<file path="src/rtl/sha1_message_digest_macros.svh">
// Assertion macros shared by the SHA-1 digest RTL.
`ifndef SHA1_MESSAGE_DIGEST_MACROS_SVH
`define SHA1_MESSAGE_DIGEST_MACROS_SVH

`ifndef SYNTH
// Same-cycle implication, checked out of reset.
`define SHA1_ASSERT_IMPL(label, ante, cons) \
  label: assert property (@(posedge clk) disable iff (!rst_n) (ante) |-> (cons)) \
    else $error("sha1 same-cycle check failed");
// Next-cycle implication, checked out of reset.
`define SHA1_ASSERT_NEXT(label, ante, cons) \
  label: assert property (@(posedge clk) disable iff (!rst_n) (ante) |=> (cons)) \
    else $error("sha1 next-cycle check failed");
`else
`define SHA1_ASSERT_IMPL(label, ante, cons)
`define SHA1_ASSERT_NEXT(label, ante, cons)
`endif

`endif

</file>
<file path="src/rtl/sha1md_pkg.sv">
// Types and constants for the SHA-1 digest block.
package sha1md_pkg;

  typedef enum logic [2:0] {
    ST_IDLE,
    ST_PAD_MARK,
    ST_PAD_ZERO,
    ST_PAD_LEN,
    ST_ROUND,
    ST_FINAL,
    ST_OUT
  } sha1_state_t;

  localparam logic [31:0] K0 = 32'h5A827999;
  localparam logic [31:0] K1 = 32'h6ED9EBA1;
  localparam logic [31:0] K2 = 32'h8F1BBCDC;
  localparam logic [31:0] K3 = 32'hCA62C1D6;

  localparam logic [31:0] H0_INIT = 32'h67452301;
  localparam logic [31:0] H1_INIT = 32'hEFCDAB89;
  localparam logic [31:0] H2_INIT = 32'h98BADCFE;
  localparam logic [31:0] H3_INIT = 32'h10325476;
  localparam logic [31:0] H4_INIT = 32'hC3D2E1F0;

  localparam int unsigned NUM_WORDS  = 5;
  localparam int unsigned NUM_ROUNDS = 80;

  // Byte position in the block where the length field starts.
  localparam logic [5:0] LEN_POS   = 6'd56;
  localparam logic [5:0] LAST_POS  = 6'd63;
  localparam logic [7:0] PAD_MARK  = 8'h80;
  localparam logic [2:0] LAST_WIDX = 3'd4;
  localparam logic [2:0] LAST_LIDX = 3'd7;
  localparam logic [6:0] LAST_RND  = 7'd79;

endpackage

</file>
<file path="src/rtl/sha1_message_digest.sv">
// SHA-1 message digest: byte-serial absorb, one compression round per cycle.
//   Input channel (in_valid/in_ready): one beat per message byte. in_has_byte
//   says whether in_byte_value is a message byte; in_last ends the message.
//   A final beat with in_has_byte low hashes without adding a byte (so the
//   empty message works). A beat with neither has_byte nor last is a no-op.
//   Result channel (out_valid/out_ready): five beats per message, digest
//   word 0 (most significant) first, out_last_word high on word 4.
// Timing
//   A byte beat is taken while the block is idle. The beat that fills a
//   64-byte block starts a compression: 80 rounds through the single round
//   unit, then a fold of a..e into the chaining value; in_ready stays low
//   meanwhile, so no new byte is taken until the compression is done.
//   After the last beat the padder feeds 0x80, zeros and the 8 length bytes
//   one per cycle, pausing for each compression (one or two in all); then
//   the digest goes out from word 0, one word a cycle while out_ready is high.
// Reset and stalls
//   rst_n (synchronous, active low) loads the SHA-1 initial hash and clears
//   the bit count; the block buffer needs no clearing. in_ready is high only
//   while idle. A stalled receiver holds the block on the current digest
//   word; after word 4 is taken the block reinitializes for the next message.
module sha1_message_digest
  import sha1md_pkg::*;
(
  input  logic        clk,
  input  logic        rst_n,
  input  logic        in_valid,
  output logic        in_ready,
  input  logic        in_has_byte,
  input  logic [7:0]  in_byte_value,
  input  logic        in_last,
  output logic        out_valid,
  input  logic        out_ready,
  output logic [31:0] out_digest_word,
  output logic [2:0]  out_word_index,
  output logic        out_last_word
);

`include "sha1_message_digest_macros.svh"

  sha1_state_t state_r, state_nxt;
  sha1_state_t ret_r, ret_nxt;      // where to resume after a compression

  logic [31:0] cv_r [NUM_WORDS];    // chaining value
  logic [31:0] w_r  [16];           // block buffer / message schedule window
  logic [31:0] a_r, b_r, c_r, d_r, e_r;
  logic [63:0] bit_len_r;
  logic [63:0] msg_bits_r;
  logic [6:0]  rnd_r;
  logic [2:0]  len_idx_r;
  logic [2:0]  widx_r;

  logic        absorb;
  logic [7:0]  abs_byte;
  logic [5:0]  pos;
  logic [2:0]  lsel;

  // round unit
  logic [31:0] f_w, k_w, sum_w, wnew_w, wx_w;

  assign pos  = bit_len_r[8:3];
  assign lsel = LAST_LIDX - len_idx_r;

  always_comb begin
    if (rnd_r < 7'd20) begin
      f_w = (b_r & c_r) | (~b_r & d_r);
      k_w = K0;
    end else if (rnd_r < 7'd40) begin
      f_w = b_r ^ c_r ^ d_r;
      k_w = K1;
    end else if (rnd_r < 7'd60) begin
      f_w = (b_r & c_r) | (b_r & d_r) | (c_r & d_r);
      k_w = K2;
    end else begin
      f_w = b_r ^ c_r ^ d_r;
      k_w = K3;
    end
    sum_w  = {a_r[26:0], a_r[31:27]} + f_w + e_r + k_w + w_r[0];
    wx_w   = w_r[13] ^ w_r[8] ^ w_r[2] ^ w_r[0];
    wnew_w = {wx_w[30:0], wx_w[31]};
  end

  // sequencer
  always_comb begin
    state_nxt = state_r;
    ret_nxt   = ret_r;
    absorb    = 1'b0;
    abs_byte  = 8'h00;
    unique case (state_r)
      ST_IDLE: begin
        if (in_valid) begin
          absorb    = in_has_byte;
          abs_byte  = in_byte_value;
          state_nxt = in_last ? ST_PAD_MARK : ST_IDLE;
        end
      end
      ST_PAD_MARK: begin
        absorb    = 1'b1;
        abs_byte  = PAD_MARK;
        state_nxt = ST_PAD_ZERO;
      end
      ST_PAD_ZERO: begin
        if (pos == LEN_POS) begin
          state_nxt = ST_PAD_LEN;
        end else begin
          absorb = 1'b1;
        end
      end
      ST_PAD_LEN: begin
        absorb    = 1'b1;
        abs_byte  = msg_bits_r[{lsel, 3'b000} +: 8];
        state_nxt = (len_idx_r == LAST_LIDX) ? ST_OUT : ST_PAD_LEN;
      end
      ST_ROUND: begin
        if (rnd_r == LAST_RND) begin
          state_nxt = ST_FINAL;
        end
      end
      ST_FINAL: begin
        state_nxt = ret_r;
      end
      ST_OUT: begin
        if (out_ready && widx_r == LAST_WIDX) begin
          state_nxt = ST_IDLE;
        end
      end
      default: state_nxt = ST_IDLE;
    endcase
    // a byte landing in the last slot kicks off a compression first
    if (absorb && pos == LAST_POS) begin
      ret_nxt   = state_nxt;
      state_nxt = ST_ROUND;
    end
  end

  always_ff @(posedge clk) begin
    if (!rst_n) begin
      state_r <= ST_IDLE;
      ret_r   <= ST_IDLE;
    end else begin
      state_r <= state_nxt;
      ret_r   <= ret_nxt;
    end
  end

  // control counters and chaining value
  always_ff @(posedge clk) begin
    if (!rst_n) begin
      bit_len_r <= '0;
      rnd_r     <= '0;
      len_idx_r <= '0;
      widx_r    <= '0;
      cv_r[0]   <= H0_INIT;
      cv_r[1]   <= H1_INIT;
      cv_r[2]   <= H2_INIT;
      cv_r[3]   <= H3_INIT;
      cv_r[4]   <= H4_INIT;
    end else begin
      if (absorb) begin
        bit_len_r <= bit_len_r + 64'd8;
      end
      if (state_r == ST_ROUND) begin
        rnd_r <= rnd_r + 7'd1;
      end else begin
        rnd_r <= '0;
      end
      if (state_r == ST_PAD_MARK) begin
        len_idx_r <= '0;
      end else if (state_r == ST_PAD_LEN) begin
        len_idx_r <= len_idx_r + 3'd1;
      end
      if (state_r == ST_FINAL) begin
        cv_r[0] <= cv_r[0] + a_r;
        cv_r[1] <= cv_r[1] + b_r;
        cv_r[2] <= cv_r[2] + c_r;
        cv_r[3] <= cv_r[3] + d_r;
        cv_r[4] <= cv_r[4] + e_r;
      end
      if (state_r == ST_OUT && out_ready) begin
        if (widx_r == LAST_WIDX) begin
          widx_r    <= '0;
          bit_len_r <= '0;
          cv_r[0]   <= H0_INIT;
          cv_r[1]   <= H1_INIT;
          cv_r[2]   <= H2_INIT;
          cv_r[3]   <= H3_INIT;
          cv_r[4]   <= H4_INIT;
        end else begin
          widx_r <= widx_r + 3'd1;
        end
      end
    end
  end

  // datapath: byte shift-in, round shift, working variables
  always_ff @(posedge clk) begin
    if (state_r == ST_PAD_MARK) begin
      msg_bits_r <= bit_len_r;
    end
    if (absorb) begin
      for (int i = 0; i < 15; i++) begin
        w_r[i] <= {w_r[i][23:0], w_r[i+1][31:24]};
      end
      w_r[15] <= {w_r[15][23:0], abs_byte};
      if (pos == LAST_POS) begin
        a_r <= cv_r[0];
        b_r <= cv_r[1];
        c_r <= cv_r[2];
        d_r <= cv_r[3];
        e_r <= cv_r[4];
      end
    end else if (state_r == ST_ROUND) begin
      for (int i = 0; i < 15; i++) begin
        w_r[i] <= w_r[i+1];
      end
      w_r[15] <= wnew_w;
      a_r     <= sum_w;
      b_r     <= a_r;
      c_r     <= {b_r[1:0], b_r[31:2]};
      d_r     <= c_r;
      e_r     <= d_r;
    end
  end

  assign in_ready        = (state_r == ST_IDLE);
  assign out_valid       = (state_r == ST_OUT);
  assign out_digest_word = cv_r[widx_r];
  assign out_word_index  = widx_r;
  assign out_last_word   = (widx_r == LAST_WIDX);

  // padding must always leave the block boundary aligned before output
  `SHA1_ASSERT_IMPL(a_out_aligned, state_r == ST_OUT, bit_len_r[8:0] == 9'd0)
  `SHA1_ASSERT_IMPL(a_idx_range, out_valid, widx_r <= LAST_WIDX)
  `SHA1_ASSERT_NEXT(a_round_end, state_r == ST_ROUND && rnd_r == LAST_RND,
                    state_r == ST_FINAL)
  `SHA1_ASSERT_NEXT(a_msg_done, out_valid && out_ready && out_last_word,
                    in_ready && bit_len_r == 64'd0 && cv_r[0] == H0_INIT)
  `SHA1_ASSERT_IMPL(a_no_overlap, in_ready, !out_valid && rnd_r == 7'd0)

endmodule

</file>
<file path="config.mk">
export PLATFORM = sky130hd
export DESIGN_NAME = sha1_message_digest
export DESIGN_NICKNAME = d
export VERILOG_FILES = /design/src/rtl/sha1md_pkg.sv /design/src/rtl/sha1_message_digest.sv
export VERILOG_INCLUDE_DIRS = /design/src /design/src/rtl
export SDC_FILE = /design/constraint.sdc
export NUM_CORES = 2
export LEC_CHECK = 0
export BUFFER_PORTS_ARGS = -buffer_cell sky130_fd_sc_hd__buf_2
export CORE_MARGIN = 2
export CORE_UTILIZATION = 57
export DETAILED_ROUTE_END_ITERATION = 8
export PLACE_DENSITY = 0.75
export SLEW_MARGIN = 20
export SYNTH_ARGS = -nofsm -noshare
export SYNTH_HDL_FRONTEND = slang
export SYNTH_SLANG_ARGS = --single-unit
</file>
<file path="constraint.sdc">
create_clock -name clk -period 16.5 [get_ports clk]
set_input_delay 2.475 -clock clk [delete_from_list [all_inputs] [get_ports clk]]
set_output_delay 2.475 -clock clk [all_outputs]
set_load 0.05 [all_outputs]
</file>
## After elaboration in Yosys (flattened, before gate mapping)

Memory sizes are Yosys's and may differ from the RTL's. A register that Yosys moved wholly into a read port is not among the register bits.
Cells that the tools add are included.

- Memories: 2
- Input port bits: 14
- Logic and storage cells: 174
- Register bits: 307
- Bits in writable memories: 672
- Output and inout bits: 38

- Bitwise operators: 40
- Magnitude comparators: 3
- Shift operators: 1
- Add/subtract/negate cells: 14
- Equal/unequal tests: 12
- Muxes and demuxes: 79
- Reduce and logical (&&, ||, !) cells: 10

Memories:

| name | depth | bits a word | rd ports | clocked after memory_dff | write ports | RTL line | source |
|---|---|---|---|---|---|---|---|
| w_r | 16 | 32 | 16 | 0 | 16 | sha1_message_digest.sv:44 | `logic [31:0] w_r [16];` |
| cv_r | 5 | 32 | 6 | 1 | 5 | sha1_message_digest.sv:43 | `logic [31:0] cv_r [NUM_WORDS];` |

Operators with widths:

| kind | count |
|---|---|
| $mux W32 | 46 |
| $add A32 B32 Y32 | 9 |
| $mux W64 | 3 |
| $xor A32 B32 Y32 | 5 |
| $and A32 B32 Y32 | 4 |
| $or A32 B32 Y32 | 3 |
| $add A64 B4 Y64 const B | 1 |
| $shiftx A64 B7 Y8 | 1 |
| $not A32 Y32 | 1 |
| $mux W31 | 1 |
| $mux W3 | 9 |
| $or A1 B1 Y1 | 26 |
| $pmux W8 S3 | 1 |
| $pmux W3 S7 | 1 |
| $mux W1 | 16 |
| $eq A3 B3 Y1 const B | 5 |
| $lt A7 B6 Y1 const B | 2 |
| $eq A6 B6 Y1 const B | 2 |
| $mux W8 | 1 |
| $add A7 B1 Y7 const B | 1 |
| $eq A7 B7 Y1 const B | 1 |
| $lt A7 B5 Y1 const B | 1 |
| $add A3 B1 Y3 const B | 2 |
| $eq A3 B2 Y1 const B | 2 |
| 10 further kinds | 15 |

## Depth between registers and ports, before layout

- Depth in word-level cells: 12
- Mapped depth: 23
- Mapped depth without buffers: 23

## Worst setup path after synthesis

Ideal clock, no wire load.

- Path kind: input -> register
- Start: input in_valid
- End: memory w_r[0][0] (enable)
- Setup time: 0.971 ns
- Arrival time: 14.809 ns
- Cell stages on the path: 5
- Required time: 15.529 ns
- Buffers on the path: 1
- Setup slack: 0.721 ns
- Cells stage by stage: and3b_1 > o21ai_1 > o31a_1 > clkbuf_1 > nand2b_1

RTL lines:

| item | RTL line | source |
|---|---|---|
| start: declaration | sha1_message_digest.sv:26 | `input logic in_valid,` |
| end: declaration | sha1_message_digest.sv:44 |  |

## Final worst setup path

- Start: register rnd_r[3]
- End: register a_r[29] (data pin)

- Cells in the longest elaborated chain, start to end: 10
- Elaborated cells between the ends (all ways): 15
- Classes of those cells: add/sub: 4; order compare: 3; mux: 8

RTL lines:

| item | RTL line | source |
|---|---|---|
| start: declaration | sha1_message_digest.sv:48 | `logic [6:0] rnd_r;` |
| start signal: assignment | sha1_message_digest.sv:162 | `rnd_r <= rnd_r + 7'd1;` |
| $lt A7 B6 Y1 | sha1_message_digest.sv:70 | `end else if (rnd_r < 7'd60) begin` |
| $mux W32 | sha1_message_digest.sv:70 |  |
| $mux W32 | sha1_message_digest.sv:67 | `end else if (rnd_r < 7'd40) begin` |
| $mux W32 | sha1_message_digest.sv:64 | `if (rnd_r < 7'd20) begin` |
| $add A32 B32 Y32 (2 in series) | sha1_message_digest.sv:77 | `sum_w = {a_r[26:0], a_r[31:27]} + f_w + e_r + k_w + w_r[0];` |
| $add A32 B32 Y32 * (2 in series) | sha1_message_digest.sv:77 |  |
| $mux W32 * | sha1_message_digest.sv:211 | `end else if (state_r == ST_ROUND) begin` |
| $mux W32 * | sha1_message_digest.sv:199 | `if (absorb) begin` |
| end signal: assignment | sha1_message_digest.sv:205 | `a_r <= cv_r[0];` |
| end signal: assignment | sha1_message_digest.sv:216 | `a_r <= sum_w;` |
| end: declaration | sha1_message_digest.sv:45 | `logic [31:0] a_r, b_r, c_r, d_r, e_r;` |

Every way passes the cells marked *; elsewhere a longest branch is shown, timed or not. The select of a mux whose other input is x is not followed.
A chain may end at the register's enable or synchronous reset.

==> metrics list <==
* Leakage: 22.9 nW
* Post-synthesis instance total: 4,847
- Register area share after synthesis: 0.522
- For this run, design rule violations remaining after detail routing come to 0.
* Via count normalized by instance count: 5.96
- The die is ~310 um tall.
- The floorplan step defined a die boundary enclosing around 0.098 mm^2.
- Post-synthesis average cell area: 11.3 um^2
* Number of cell rows: roughly 110
- During placement, the flow inserted port buffers numbering 51.
* Worst-Skew Late Latency: 0.71 ns
- Setup violations remaining at the end of the flow were counted as 0.
* Clock transition at path regs: around 0.07 ns
* Startpoint of the most critical setup path: rnd_r[3]$_SDFF_PN0_
* Remaining global-route overflow: 0
* Synth Cell Area: 0.0546 mm^2
* Number of instances on the worst hold path: 1
- After synthesis, the share of flip-flops with an asynchronous set or reset is 0.
- Ant. Diodes: 0
- The detail route stage leaves a number of antenna-violating nets equal to 0.
* Routed wire per std cell: slightly above 20 um
- Number of distinct library cell variants in the gate-level netlist after synthesis: 93
* Fillcell total: 7,493
- Final net count: 5,198
- The count of final hold-check violations was 0.
- Reg-to-reg critical path startpoint: rnd_r[3]$_SDFF_PN0_
* Critical path data required time: approximately 17 ns
- The clock passes through at most 3 buffers.
- DIE WIDTH: about 310 um
- DP HPWL: 88.9 mm
* First drt pass iteration count: 8
- The synthesized design contains 893 enable-type register cells.
* Crit Path Max Fanout: 18
- The region available for standard cell placement spans 0.0950 mm^2.
- For this run, the top clock speed supported by timing is 151 MHz.
- Number of sinks handled by clock tree synthesis: 976
* Crit Path Category: flip-flop to flip-flop
* Power per cell area: between 100 and 150 mW/mm^2
- Vias after detailed routing: 37,000
- Setup repair after global routing left no endpoint under its margin.
* Highest-count cells in the layout ignoring fill and taps: nand2_1 (1,070), edfxtp_1 (893), mux2_2 (332)
- Min cycle time layout: 6.64 ns
- Post-CTS Setup Bufs: 0
- Root buf cell: clkbuf_16
- The number of global-route vias before repair came to 35,400.
- Max-slew headroom: 0.204
- At the end of routability-driven placement, the weighted congestion stood at 0.959.
* Slew @ Worst Pin: 1.19 ns
* Number of warning messages in the yosys log: 0
- The most critical setup path has its endpoint at a_r[29]$_DFFE_PP_.
- Path class of the lowest-slack min-delay path: flip-flop to flip-flop
- Effective utilization at floorplan: 0.574
- Post-synthesis register bit count: 976
- Buffers inserted to repair hold after CTS numbered 0.
- Antenna violations before repair: 0
* Global-route usage over all layers: 0.260
- # resized after CTS: 0
- In the final layout, the share of cells above drive strength 1 is 0.133.
- Element type at the critical path end: flip-flop
* Final Cell Area: just under 0.06 mm^2
- Growth of design area from synthesis to finish: 8.90%
* Drt total wl: around 130 mm
- Number of ports placed on the die boundary: 52
* Net Count, Synth: 5,186
* Maximum vdd drop: 0.0838 mV
- RR Endpoint: a_r[29]$_DFFE_PP_
- The run finished with clean final reports.
- Num CTS Buffers: 102
* Source of the worst hold timing path: rnd_r[0]$_SDFF_PN0_
- Placed cell area: roughly 0.056 mm^2
- The count of final max-slew check failures was 0.
- Number of H-tree levels: 3
* Arrival time worst endpoint: 7.20 ns
- In this run, the number of DRC markers left after iteration 0 of detailed routing was 3,705.
* Final Cycle Share: 0.403
- The most used flip-flop cell after synthesis is edfxtp_1.
- Count of cells along the worst register-to-register path: 24
* Register-to-register setup slack: 9.86 ns
- TritonCTS built the clock tree.
- Largest net degree at the start of global routing: 202
- The first global-routing pass estimated about 200 mm of wire.
- Post-Route Skew: 0.0456 ns
- MaxCap Viol Count: 0
- Final setup TNS: 0 ns
- The worst setup path is launched from a flip-flop.
* Commonest non-fill, non-tap cell in the layout: nand2_1
[worst min path at each step]
stage	to	slack [ns]
floorplan	rnd_r[0]$_SDFF_PN0_	0.41
global placement	rnd_r[0]$_SDFF_PN0_	0.43
detailed placement	rnd_r[0]$_SDFF_PN0_	0.43
CTS	rnd_r[0]$_SDFF_PN0_	0.44
global route	rnd_r[0]$_SDFF_PN0_	0.48
finish	rnd_r[0]$_SDFF_PN0_	0.44
[critical path, cell delays in order, from the launching register on]
cell	delay [ns]
dfxtp_1	0.36
and4_1	0.24
nor2_1	0.37
nand2_1	0.10
buf_4	0.24
nand2_1	0.11
clkinv_1	0.07
buf_4	0.22
a221oi_1	0.38
fa_1	0.51
fa_1	0.54
fa_1	0.41
inv_1	0.07
ha_1	0.20
inv_1	0.07
fa_1	0.39
nor2b_1	0.20
o31ai_2	0.11
a21oi_1	0.34
o21ai_2	0.17
o2111ai_1	0.40
a221o_1	0.29
a21oi_1	0.10
or4b_1	0.51
nand3_1	0.09
[routing by layer]
layer,share of wire,wire length (um),up-vias,GRT usage
met5,0,0,-,0
met4,0.037,4710,0,0.0972
met3,0.070,8950,266,0.0371
met2,0.45,58200,1300,0.400
met1,0.44,56300,18200,0.378
li1,-,-,17200,-
[registers in the layout (all words and copies together) (netlist names), 61 cells and up, named ones only]
signal      flops
cv_r          160
bit_len_r      61
w_r           512
msg_bits_r     61
[cell usage after synthesis, types with 31 or more instances]
cell / number / area [um^2]
xor2_1: 113 / 990
dfxtp_1: 83 / 1660
nand2b_1: 37 / 231
nor2_1: 279 / 1050
mux4_2: 45 / 1010
clkbuf_1: 141 / 529
ha_1: 200 / 2500
a21o_1: 79 / 593
edfxtp_1: 893 / 26800
o21ai_0: 167 / 836
fa_1: 125 / 2500
o21a_1: 39 / 293
and3_1: 33 / 206
mux2i_1: 42 / 420
nand3_1: 63 / 315
nor3_1: 46 / 230
xnor2_1: 183 / 1600
mux2_2: 332 / 3740
o21ai_1: 31 / 155
inv_1: 273 / 1020
nand2_1: 1070 / 4020
a21oi_1: 192 / 961
[through the flow]
| stage | hold WS (ns) | cells | power [mW] | worst slack (ns) | util |
|---|---|---|---|---|---|
| finish | 0.440 | 6209 | 6.05 | 9.86 | 0.626 |
| global route | 0.476 | 6209 | 6.27 | 9.53 | 0.626 |
| CTS | 0.441 | 6208 | 6.08 | 9.98 | 0.625 |
| detailed placement | 0.431 | 6019 | 3.79 | 9.48 | 0.590 |
| global placement | 0.430 | 6019 | 3.77 | 9.54 | 0.590 |
| floorplan | 0.413 | 4847 | 3.68 | 0.721 | - |
[power by group]
group	internal, mW	leakage [nW]	switching [mW]
logic	0.256	12.2	0.409
registers	2.97	9.04	0.120
clock network	1.30	1.63	1.01
[cell families (layout without fill, tap and decap cells)]
family	count (synthesis)	after routing	share of synthesized area
muxes	419	419	0.0948
DFF	976	976	0.522
AOI/OAI and AO/OA	720	720	0.0847
buffers and inverters	455	552	0.0319
xor gates and xnor gates	296	296	0.0475
and+or+nand+nor	1656	1656	0.128
adders and majority gates	325	325	0.0917
[layout make-up]
type | instances | area (um^2) | area share
inverters | 276 | 1040 | 0.0174
multi-input cells | 3416 | 24400 | 0.411
clock buffers | 131 | 2840 | 0.0477
flip-flops and latches | 976 | 28500 | 0.479
repair buffers | 87 | 574 | 0.00966
well taps | 1265 | 1580 | 0.0266
clock inverters | 58 | 494 | 0.00832
Power figures use the tool's default switching activity.
